$ cat src/hdl/crc_remainder_checker_top_macros.svh
// assertion macros used by the division module of the crc remainder checker
`ifndef CRC_REMAINDER_CHECKER_TOP_MACROS_SVH
`define CRC_REMAINDER_CHECKER_TOP_MACROS_SVH

// same-cycle implication
`define RCC_ASSERT_NOW(lbl, ante, cons, msg) \
    lbl: assert property (@(posedge i_clk) disable iff (!i_rst_n) (ante) |-> (cons)) \
        else $error(msg);

// next-cycle implication
`define RCC_ASSERT_NEXT(lbl, ante, cons, msg) \
    lbl: assert property (@(posedge i_clk) disable iff (!i_rst_n) (ante) |=> (cons)) \
        else $error(msg);

`endif

$ cat src/hdl/rcc_pkg.sv
// types and constants of the crc remainder checker
package rcc_pkg;

    localparam int DEF_MAX_DEGREE = 32;
    localparam int DEGREE_W       = 6;
    localparam int TAPS_W         = 32;
    localparam int CFG_DATA_W     = 32;
    localparam int TDATA_W        = 8;

    localparam logic [DEGREE_W-1:0] RESET_DEGREE = 6'd16;
    localparam logic [TAPS_W-1:0]   RESET_TAPS   = 32'h0000_1021;

    typedef enum logic [0:0] {
        REG_DEGREE = 1'b0,
        REG_TAPS   = 1'b1
    } t_reg_idx;

    typedef struct packed {
        logic frame_end;
        logic data_bit;
    } t_bit_word;

endpackage

$ cat src/hdl/rcc_cfg.sv
// generator registers and derived division mask and taps
module rcc_cfg
    import rcc_pkg::*;
#(
    parameter int MAX_DEGREE = DEF_MAX_DEGREE,
    parameter int IDX_W      = (MAX_DEGREE > 1) ? $clog2(MAX_DEGREE) : 1
) (
    input  logic                  i_clk,
    input  logic                  i_rst_n,
    input  logic                  i_cfg_valid,
    output logic                  o_cfg_ready,
    input  t_reg_idx              i_cfg_index,
    input  logic [CFG_DATA_W-1:0] i_cfg_data,
    output logic [MAX_DEGREE-1:0] o_mask,
    output logic [MAX_DEGREE-1:0] o_taps,
    output logic [IDX_W-1:0]      o_top_idx
);

    logic [DEGREE_W-1:0] r_degree, n_degree;
    logic [TAPS_W-1:0]   r_taps, n_taps;
    logic [DEGREE_W:0]   active_n;
    logic [63:0]         taps_wide;

    assign o_cfg_ready = 1'b1;

    always_comb begin
        n_degree = r_degree;
        n_taps   = r_taps;
        if (i_cfg_valid) begin
            case (i_cfg_index)
                REG_DEGREE: n_degree = i_cfg_data[DEGREE_W-1:0];
                REG_TAPS:   n_taps   = i_cfg_data[TAPS_W-1:0];
                default:    ;
            endcase
        end
    end

    always_ff @(posedge i_clk) begin
        if (!i_rst_n) begin
            r_degree <= RESET_DEGREE;
            r_taps   <= RESET_TAPS;
        end else begin
            r_degree <= n_degree;
            r_taps   <= n_taps;
        end
    end

    // degree clamped to 1..MAX_DEGREE
    always_comb begin
        if (r_degree == '0) begin
            active_n = (DEGREE_W+1)'(1);
        end else if ({1'b0, r_degree} > (DEGREE_W+1)'(MAX_DEGREE)) begin
            active_n = (DEGREE_W+1)'(MAX_DEGREE);
        end else begin
            active_n = {1'b0, r_degree};
        end
    end

    assign taps_wide = {32'b0, r_taps};
    assign o_top_idx = IDX_W'(active_n - (DEGREE_W+1)'(1));

    always_comb begin
        for (int i = 0; i < MAX_DEGREE; i++) begin
            o_mask[i] = ((DEGREE_W+1)'(i) < active_n);
            o_taps[i] = taps_wide[i] & ((DEGREE_W+1)'(i) < active_n);
        end
    end

endmodule

$ cat src/hdl/rcc_in_reg.sv
// input register of the bit stream
module rcc_in_reg
    import rcc_pkg::*;
(
    input  logic      i_clk,
    input  logic      i_rst_n,
    input  logic      i_valid,
    output logic      o_ready,
    input  t_bit_word i_word,
    output logic      o_valid,
    input  logic      i_take,
    output t_bit_word o_word
);

    logic      r_valid, n_valid;
    t_bit_word r_word;

    assign o_ready = !r_valid || i_take;
    assign n_valid = (i_valid && o_ready) || (r_valid && !i_take);

    always_ff @(posedge i_clk) begin
        if (!i_rst_n) begin
            r_valid <= 1'b0;
        end else begin
            r_valid <= n_valid;
        end
    end

    always_ff @(posedge i_clk) begin
        if (i_valid && o_ready) begin
            r_word <= i_word;
        end
    end

    assign o_valid = r_valid;
    assign o_word  = r_word;

endmodule

$ cat src/hdl/rcc_div.sv
// serial mod-2 division step, remainder and result register
module rcc_div
    import rcc_pkg::*;
#(
    parameter int MAX_DEGREE = DEF_MAX_DEGREE,
    parameter int IDX_W      = (MAX_DEGREE > 1) ? $clog2(MAX_DEGREE) : 1
) (
    input  logic                  i_clk,
    input  logic                  i_rst_n,
    input  logic                  i_valid,
    input  t_bit_word             i_word,
    output logic                  o_take,
    input  logic [MAX_DEGREE-1:0] i_mask,
    input  logic [MAX_DEGREE-1:0] i_taps,
    input  logic [IDX_W-1:0]      i_top_idx,
    output logic                  o_valid,
    input  logic                  i_ready,
    output logic                  o_crc_error
);

`include "crc_remainder_checker_top_macros.svh"

    logic [MAX_DEGREE-1:0] r_rem, n_rem;
    logic                  r_out_valid, n_out_valid;
    logic                  r_out_err;
    logic [MAX_DEGREE-1:0] cur, shifted, step;
    logic                  top;

    assign o_take = i_valid && (!i_word.frame_end || !r_out_valid || i_ready);

    always_comb begin
        cur     = r_rem & i_mask;
        top     = cur[i_top_idx];
        shifted = ((cur << 1) | MAX_DEGREE'(i_word.data_bit)) & i_mask;
        step    = shifted ^ (top ? i_taps : '0);
    end

    always_comb begin
        n_rem       = r_rem;
        n_out_valid = r_out_valid && !i_ready;
        if (o_take) begin
            n_rem = i_word.frame_end ? '0 : step;
            if (i_word.frame_end) begin
                n_out_valid = 1'b1;
            end
        end
    end

    always_ff @(posedge i_clk) begin
        if (!i_rst_n) begin
            r_rem       <= '0;
            r_out_valid <= 1'b0;
        end else begin
            r_rem       <= n_rem;
            r_out_valid <= n_out_valid;
        end
    end

    always_ff @(posedge i_clk) begin
        if (o_take && i_word.frame_end) begin
            r_out_err <= (step != '0);
        end
    end

    assign o_valid     = r_out_valid;
    assign o_crc_error = r_out_err;

    `RCC_ASSERT_NEXT(a_clear_after_last, o_take && i_word.frame_end, r_rem == '0 && r_out_valid,
        "remainder not cleared or result missing after last bit")
    `RCC_ASSERT_NEXT(a_rem_in_mask, o_take, (r_rem & ~$past(i_mask)) == '0,
        "remainder has bits above the degree")
    `RCC_ASSERT_NOW(a_no_overwrite, r_out_valid && !i_ready && i_valid && i_word.frame_end,
        !o_take, "pending result overwritten")

endmodule

$ cat src/hdl/crc_remainder_checker_top.sv
// crc remainder checker: serial crc check with configurable generator
// a codeword's last bit passes the input register, then the division result register
// throughput: one bit word per cycle, set by the single-step division register, except
// that a result waiting on the output holds a further last bit; other bits keep flowing
// reset (synchronous, active low) restores degree 16, taps 0x1021, zero remainder
// no clearing pass after reset; the block accepts words on the next cycle
module crc_remainder_checker_top
    import rcc_pkg::*;
#(
    parameter int MAX_DEGREE = DEF_MAX_DEGREE
) (
    input  logic                  i_clk,
    input  logic                  i_rst_n,
    input  logic                  s_axis_tvalid,
    output logic                  s_axis_tready,
    input  logic [TDATA_W-1:0]    s_axis_tdata,   // [0] data_bit, [7:1] zero
    input  logic                  s_axis_tlast,   // frame_end
    output logic                  m_axis_tvalid,
    input  logic                  m_axis_tready,
    output logic [TDATA_W-1:0]    m_axis_tdata,   // [0] crc_error, [7:1] zero
    input  logic                  i_cfg_valid,
    output logic                  o_cfg_ready,
    input  t_reg_idx              i_cfg_index,
    input  logic [CFG_DATA_W-1:0] i_cfg_data
);

    localparam int IDX_W = (MAX_DEGREE > 1) ? $clog2(MAX_DEGREE) : 1;

    logic [MAX_DEGREE-1:0] mask;
    logic [MAX_DEGREE-1:0] taps;
    logic [IDX_W-1:0]      top_idx;
    t_bit_word             in_word;
    t_bit_word             held_word;
    logic                  held_valid;
    logic                  take;
    logic                  crc_error;

    assign in_word.data_bit  = s_axis_tdata[0];
    assign in_word.frame_end = s_axis_tlast;

    rcc_cfg #(
        .MAX_DEGREE (MAX_DEGREE),
        .IDX_W      (IDX_W)
    ) u_cfg (
        .i_clk       (i_clk),
        .i_rst_n     (i_rst_n),
        .i_cfg_valid (i_cfg_valid),
        .o_cfg_ready (o_cfg_ready),
        .i_cfg_index (i_cfg_index),
        .i_cfg_data  (i_cfg_data),
        .o_mask      (mask),
        .o_taps      (taps),
        .o_top_idx   (top_idx)
    );

    rcc_in_reg u_in_reg (
        .i_clk   (i_clk),
        .i_rst_n (i_rst_n),
        .i_valid (s_axis_tvalid),
        .o_ready (s_axis_tready),
        .i_word  (in_word),
        .o_valid (held_valid),
        .i_take  (take),
        .o_word  (held_word)
    );

    rcc_div #(
        .MAX_DEGREE (MAX_DEGREE),
        .IDX_W      (IDX_W)
    ) u_div (
        .i_clk       (i_clk),
        .i_rst_n     (i_rst_n),
        .i_valid     (held_valid),
        .i_word      (held_word),
        .o_take      (take),
        .i_mask      (mask),
        .i_taps      (taps),
        .i_top_idx   (top_idx),
        .o_valid     (m_axis_tvalid),
        .i_ready     (m_axis_tready),
        .o_crc_error (crc_error)
    );

    assign m_axis_tdata = {{(TDATA_W-1){1'b0}}, crc_error};

endmodule
$ cat config.mk
export PLATFORM = sky130hd
export DESIGN_NAME = crc_remainder_checker_top
export DESIGN_NICKNAME = d
export VERILOG_FILES = /design/src/hdl/rcc_pkg.sv /design/src/hdl/rcc_cfg.sv /design/src/hdl/rcc_in_reg.sv /design/src/hdl/rcc_div.sv /design/src/hdl/crc_remainder_checker_top.sv
export VERILOG_INCLUDE_DIRS = /design/src /design/src/hdl
export SDC_FILE = /design/constraint.sdc
export NUM_CORES = 1
export LEC_CHECK = 0
export BUFFER_PORTS_ARGS = -buffer_cell sky130_fd_sc_hd__buf_2
export CAP_MARGIN = 20
export CORE_MARGIN = 2
export CORE_UTILIZATION = 54
export DETAILED_ROUTE_END_ITERATION = 7
export HOLD_SLACK_MARGIN = 0.08
export PLACE_DENSITY = 0.8
export SYNTH_ARGS = -nofsm -noshare
export SYNTH_HDL_FRONTEND = slang
export SYNTH_SLANG_ARGS = --single-unit
$ cat constraint.sdc
create_clock -name i_clk -period 4.2 [get_ports i_clk]
set_input_delay 0.63 -clock i_clk [delete_from_list [all_inputs] [get_ports i_clk]]
set_output_delay 0.63 -clock i_clk [all_outputs]
set_load 0.03 [all_outputs]
==> flow_summary_export.csv <==
group,metric,value,unit
outcome,outcome,"finished with violations",
outcome,violations,"setup timing",
global_route,track_usage,34.7,%
power_and_ir_drop,p_leak,2.40,nW
setup_path,r2r-start,"u_cfg.r_degree[1]",
power_and_ir_drop,comb_power_share,34.5,%
synth,synth_xor_area_share,1.90,%
synth,synthArstFlopShare,0,%
clock_network,root_buffer,"clkbuf_8",
synth,synth_area_per_cell,7.77,um2
cells_and_area,drive_above_1_share,26.7,%
power_and_ir_drop,p_clk_share,27.9,%
synth,ys_seq_area_share,30.2,%
global_route,gr-total-overflow,0,
timing,hold_viol,0,
synth,synth-compound-area-share,28.4,%
timing,tns,-0.0474,ns
placement,routabilityCongestion,0.974,
power_and_ir_drop,pwr-share-seq,37.5,%
route,firstDrtPassIters,6,
min_path,whs_path_depth,1,
min_path,min_path_type,"in -> reg",
synth,yosysWarnings,0,
global_route,grt_max_degree,73,
floorplan,floorplan.initialDensity,55.2,%
clock_network,clkLatencyLatePin,0.37,ns
timing,period_share,101,%
global_route,antenna_found_initial,0,
timing,finClkSkew,0.00604,ns
route,drtAntennaViolNets,0,
clock_network,path_clk_slew,0.08,ns
placement,io_buffers,42,
setup_path,critPathMaxFanout,8,
timing,rsz0062_at_grt,"true",
timing,setup_viol,1,
power_and_ir_drop,ir_worst_vdd,0.000193,V
floorplan,io_pins,58,
synth,synth_top_family_by_area,"compound AO/OA/AOI/OAI gates",
timing,hold_slack,0.436,ns
run,max_cap_viol_count,0,
route,drt-initial-drc-count,484,
route,drt-total-wl,17400,um
setup_path,critPathKind,"reg -> reg",
floorplan,chipWidth,101,um
timing,max_freq,235,MHz
min_path,hold_path_end,"u_in_reg.o_word[1]",
floorplan,die_y,101,um
floorplan,design.core.area,9200,um2
clock_network,cts_sinks,75,
setup_path,crit_path_end_kind,"flip-flop",
timing,worst_pin_slew,0.971,ns
clock_network,cts_tree,"built",
synth,ys_ff_latch,75,
floorplan,rows,35,
power_and_ir_drop,swShare,35.2,%
setup_path,start_kind,"flip-flop",
min_path,worstHoldStart,"s_axis_tlast",
setup_path,regToRegSetupSlack,-0.05,ns
global_route,grt_pass1_vias,5106,
setup_path,crit_required,4.28,ns
cells_and_area,final_nets,782,
cells_and_area,insertedDiodeCount,0,
synth,syn_area,5080,um2
clock_network,cts_inserted_buffers,9,
clock_network,cts-htree-levels,3,
power_and_ir_drop,switchingPower,0.709,mW
placement,hpwl,11800,um
power_and_ir_drop,internal_power,1.31,mW
floorplan,die_area,10200,um2
timing,worst_slack,-0.0474,ns
synth,synth-main-ff-cell,"dfxtp_1",
cells_and_area,syn_to_final_growth,24.9,%
route,wl_per_cell,20.5,um
timing,drv_slew,0,
timing,relSlewSlack,35.1,%
synth,synth_cells,653,
setup_path,arrival,4.33,ns
placement,pre_cts_ws,-0.310,ns
global_route,grt_first_pass_wirelength,27100,um
route,drcViolationCount,0,
synth,synth_fa_ha_area_share,0.493,%
synth,synth-edff-count,3,
setup_path,worst-r2r-cell-count,17,
setup_path,r2r_end,"u_div.o_crc_error",
cells_and_area,n_fill_cell,763,
synth,synth.distinct_cells,77,
power_and_ir_drop,p_per_area,318,nW/um2
route,detail_route.vias_per_cell,6.25,
route,num_vias,5303,
synth,synth-simple-area-share,25.7,%
synth,synthMuxAreaShare,4.29,%
timing,fin_crit,4.25,ns
clock_network,cts.path.max_buffers,2,
==> state kept, by name, summed over array words and instances (netlist names) <==
register	cells
u_div.o_crc_error	1
u_in_reg.o_valid	1
u_cfg.r_degree	6
u_div.r_rem	32
u_in_reg.o_word	2
u_cfg.r_taps	32
u_div.o_valid	1
==> Yosys cell counts (all sizes together) (4+ instances only) <==
master	count	area (um2)
a211o	4	35.0
o21a	6	45.0
mux2i	15	150
nor4	4	40.0
xnor2	6	52.6
o31ai	4	30.0
nor2	30	113
a21oi	22	110
or3	6	37.5
buf	27	196
and2	17	106
o211ai	4	30.0
nand3	18	90.1
nand2b	10	62.6
o311a	4	62.6
clkbuf	35	135
o2111ai	4	35.0
and3	4	25.0
inv	31	116
o21ai	26	130
a2111oi	23	279
mux2	6	67.6
xor2	5	43.8
dfxtp	72	1440
a211oi	6	50.1
or2	5	31.3
a31oi	5	37.5
a21boi	35	263
nor2b	37	231
a22oi	15	113
nand2	115	434
nand4	6	37.5
==> critical path: stages (launching register included) <==
cell	delay (ns)
dfxtp_2	0.34
nor4_4	0.28
o21a_1	0.18
inv_2	0.06
ha_4	0.16
nor2b_4	0.12
or4b_4	0.52
o22ai_2	0.12
o211ai_1	0.11
o311a_4	0.42
buf_4	0.17
buf_4	0.14
a2111oi_0	0.37
buf_4	0.18
xnor2_1	0.15
o22ai_1	0.17
nor4_2	0.29
nand4_1	0.18
==> per-layer routing <==
metal	track usage, %	wire (um)
met1	44.8	7000
met2	55.1	8150
met3	5.89	1350
met4	18.6	871
met5	0	0
==> power by group through the flow <==
stage	Combinational (mW)	Clock [mW]	Sequential, mW
finish	0.696	0.563	0.756
global route	0.734	0.600	0.759
CTS	0.649	0.569	0.756
detailed placement	0.563	0	0.772
global placement	0.553	0	0.772
floorplan	0.348	0	0.767
==> how the worst max path moves through the flow <==
| stage | to | start | slack [ns] |
|---|---|---|---|
| global route | u_div.o_crc_error | u_cfg.r_degree[1] | -0.14 |
| CTS | u_div.o_crc_error | u_cfg.r_degree[4] | 0.005 |
| global placement | u_div.o_crc_error | u_cfg.r_degree[1] | -0.23 |
| floorplan | u_div.o_crc_error | u_cfg.r_degree[5] | 0.11 |
| finish | u_div.o_crc_error | u_cfg.r_degree[1] | -0.05 |
| detailed placement | u_div.o_crc_error | u_cfg.r_degree[1] | -0.31 |
==> metrics by stage <==
stage / std cells / instance area, um2 / power [mW] / util (%)
detailed placement: 820 / 5700 / 1.34 / 62.0
finish: 849 / 6340 / 2.02 / 69.0
global placement: 820 / 5700 / 1.32 / 62.0
CTS: 844 / 6200 / 1.97 / 67.5
global route: 849 / 6340 / 2.09 / 69.0
floorplan: 659 / 5100 / 1.12 / -
==> cells in the final DEF, fill, tap and decap left out, drive strengths merged, types with 4 or more instances in the layout <==
master / instances
buf: 125
nand2: 115
dfxtp: 72
nor2b: 37
a21boi: 35
inv: 32
nor2: 30
o21ai: 26
a2111oi: 23
a21oi: 22
nand3: 18
and2: 17
a22oi: 15
mux2i: 15
nand2b: 10
clkbuf: 9
conb: 8
o21a: 6
or3: 6
nand4: 6
a211oi: 6
xnor2: 6
mux2: 6
a31oi: 5
xor2: 5
or2: 5
clkinv: 5
o211ai: 4
o31ai: 4
and3: 4
a211o: 4
o2111ai: 4
nor4: 4
o311a: 4
==> cells by family after synthesis <==
family,after synthesis
DFF,75
other,2
AOI/OAI and AO/OA,184
muxes,21
and+or+nand+nor,264
buffers and inverters,94
xor gates and xnor gates,11
adders and majority gates,2
==> final cells by class <==
type                       count  area, um2  area share (%)
tap                          111        139            2.19
clock buffer                   9        124            1.95
clock inverter                 7       67.6            1.07
timing repair buffer         125        945            14.9
inverter                      32        120            1.89
multi-input combinational    490       3410            53.8
sequential                    75       1530            24.2
==> timing repair <==
action                                  in CTS  in global routing
setup buffers                                8                  3
endpoints found under the setup margin       1                  1
resized for setup                           48                 15
pin swaps                                   17                 13
hold buffers                                 0                  0
Power figures use the tool's default switching activity.
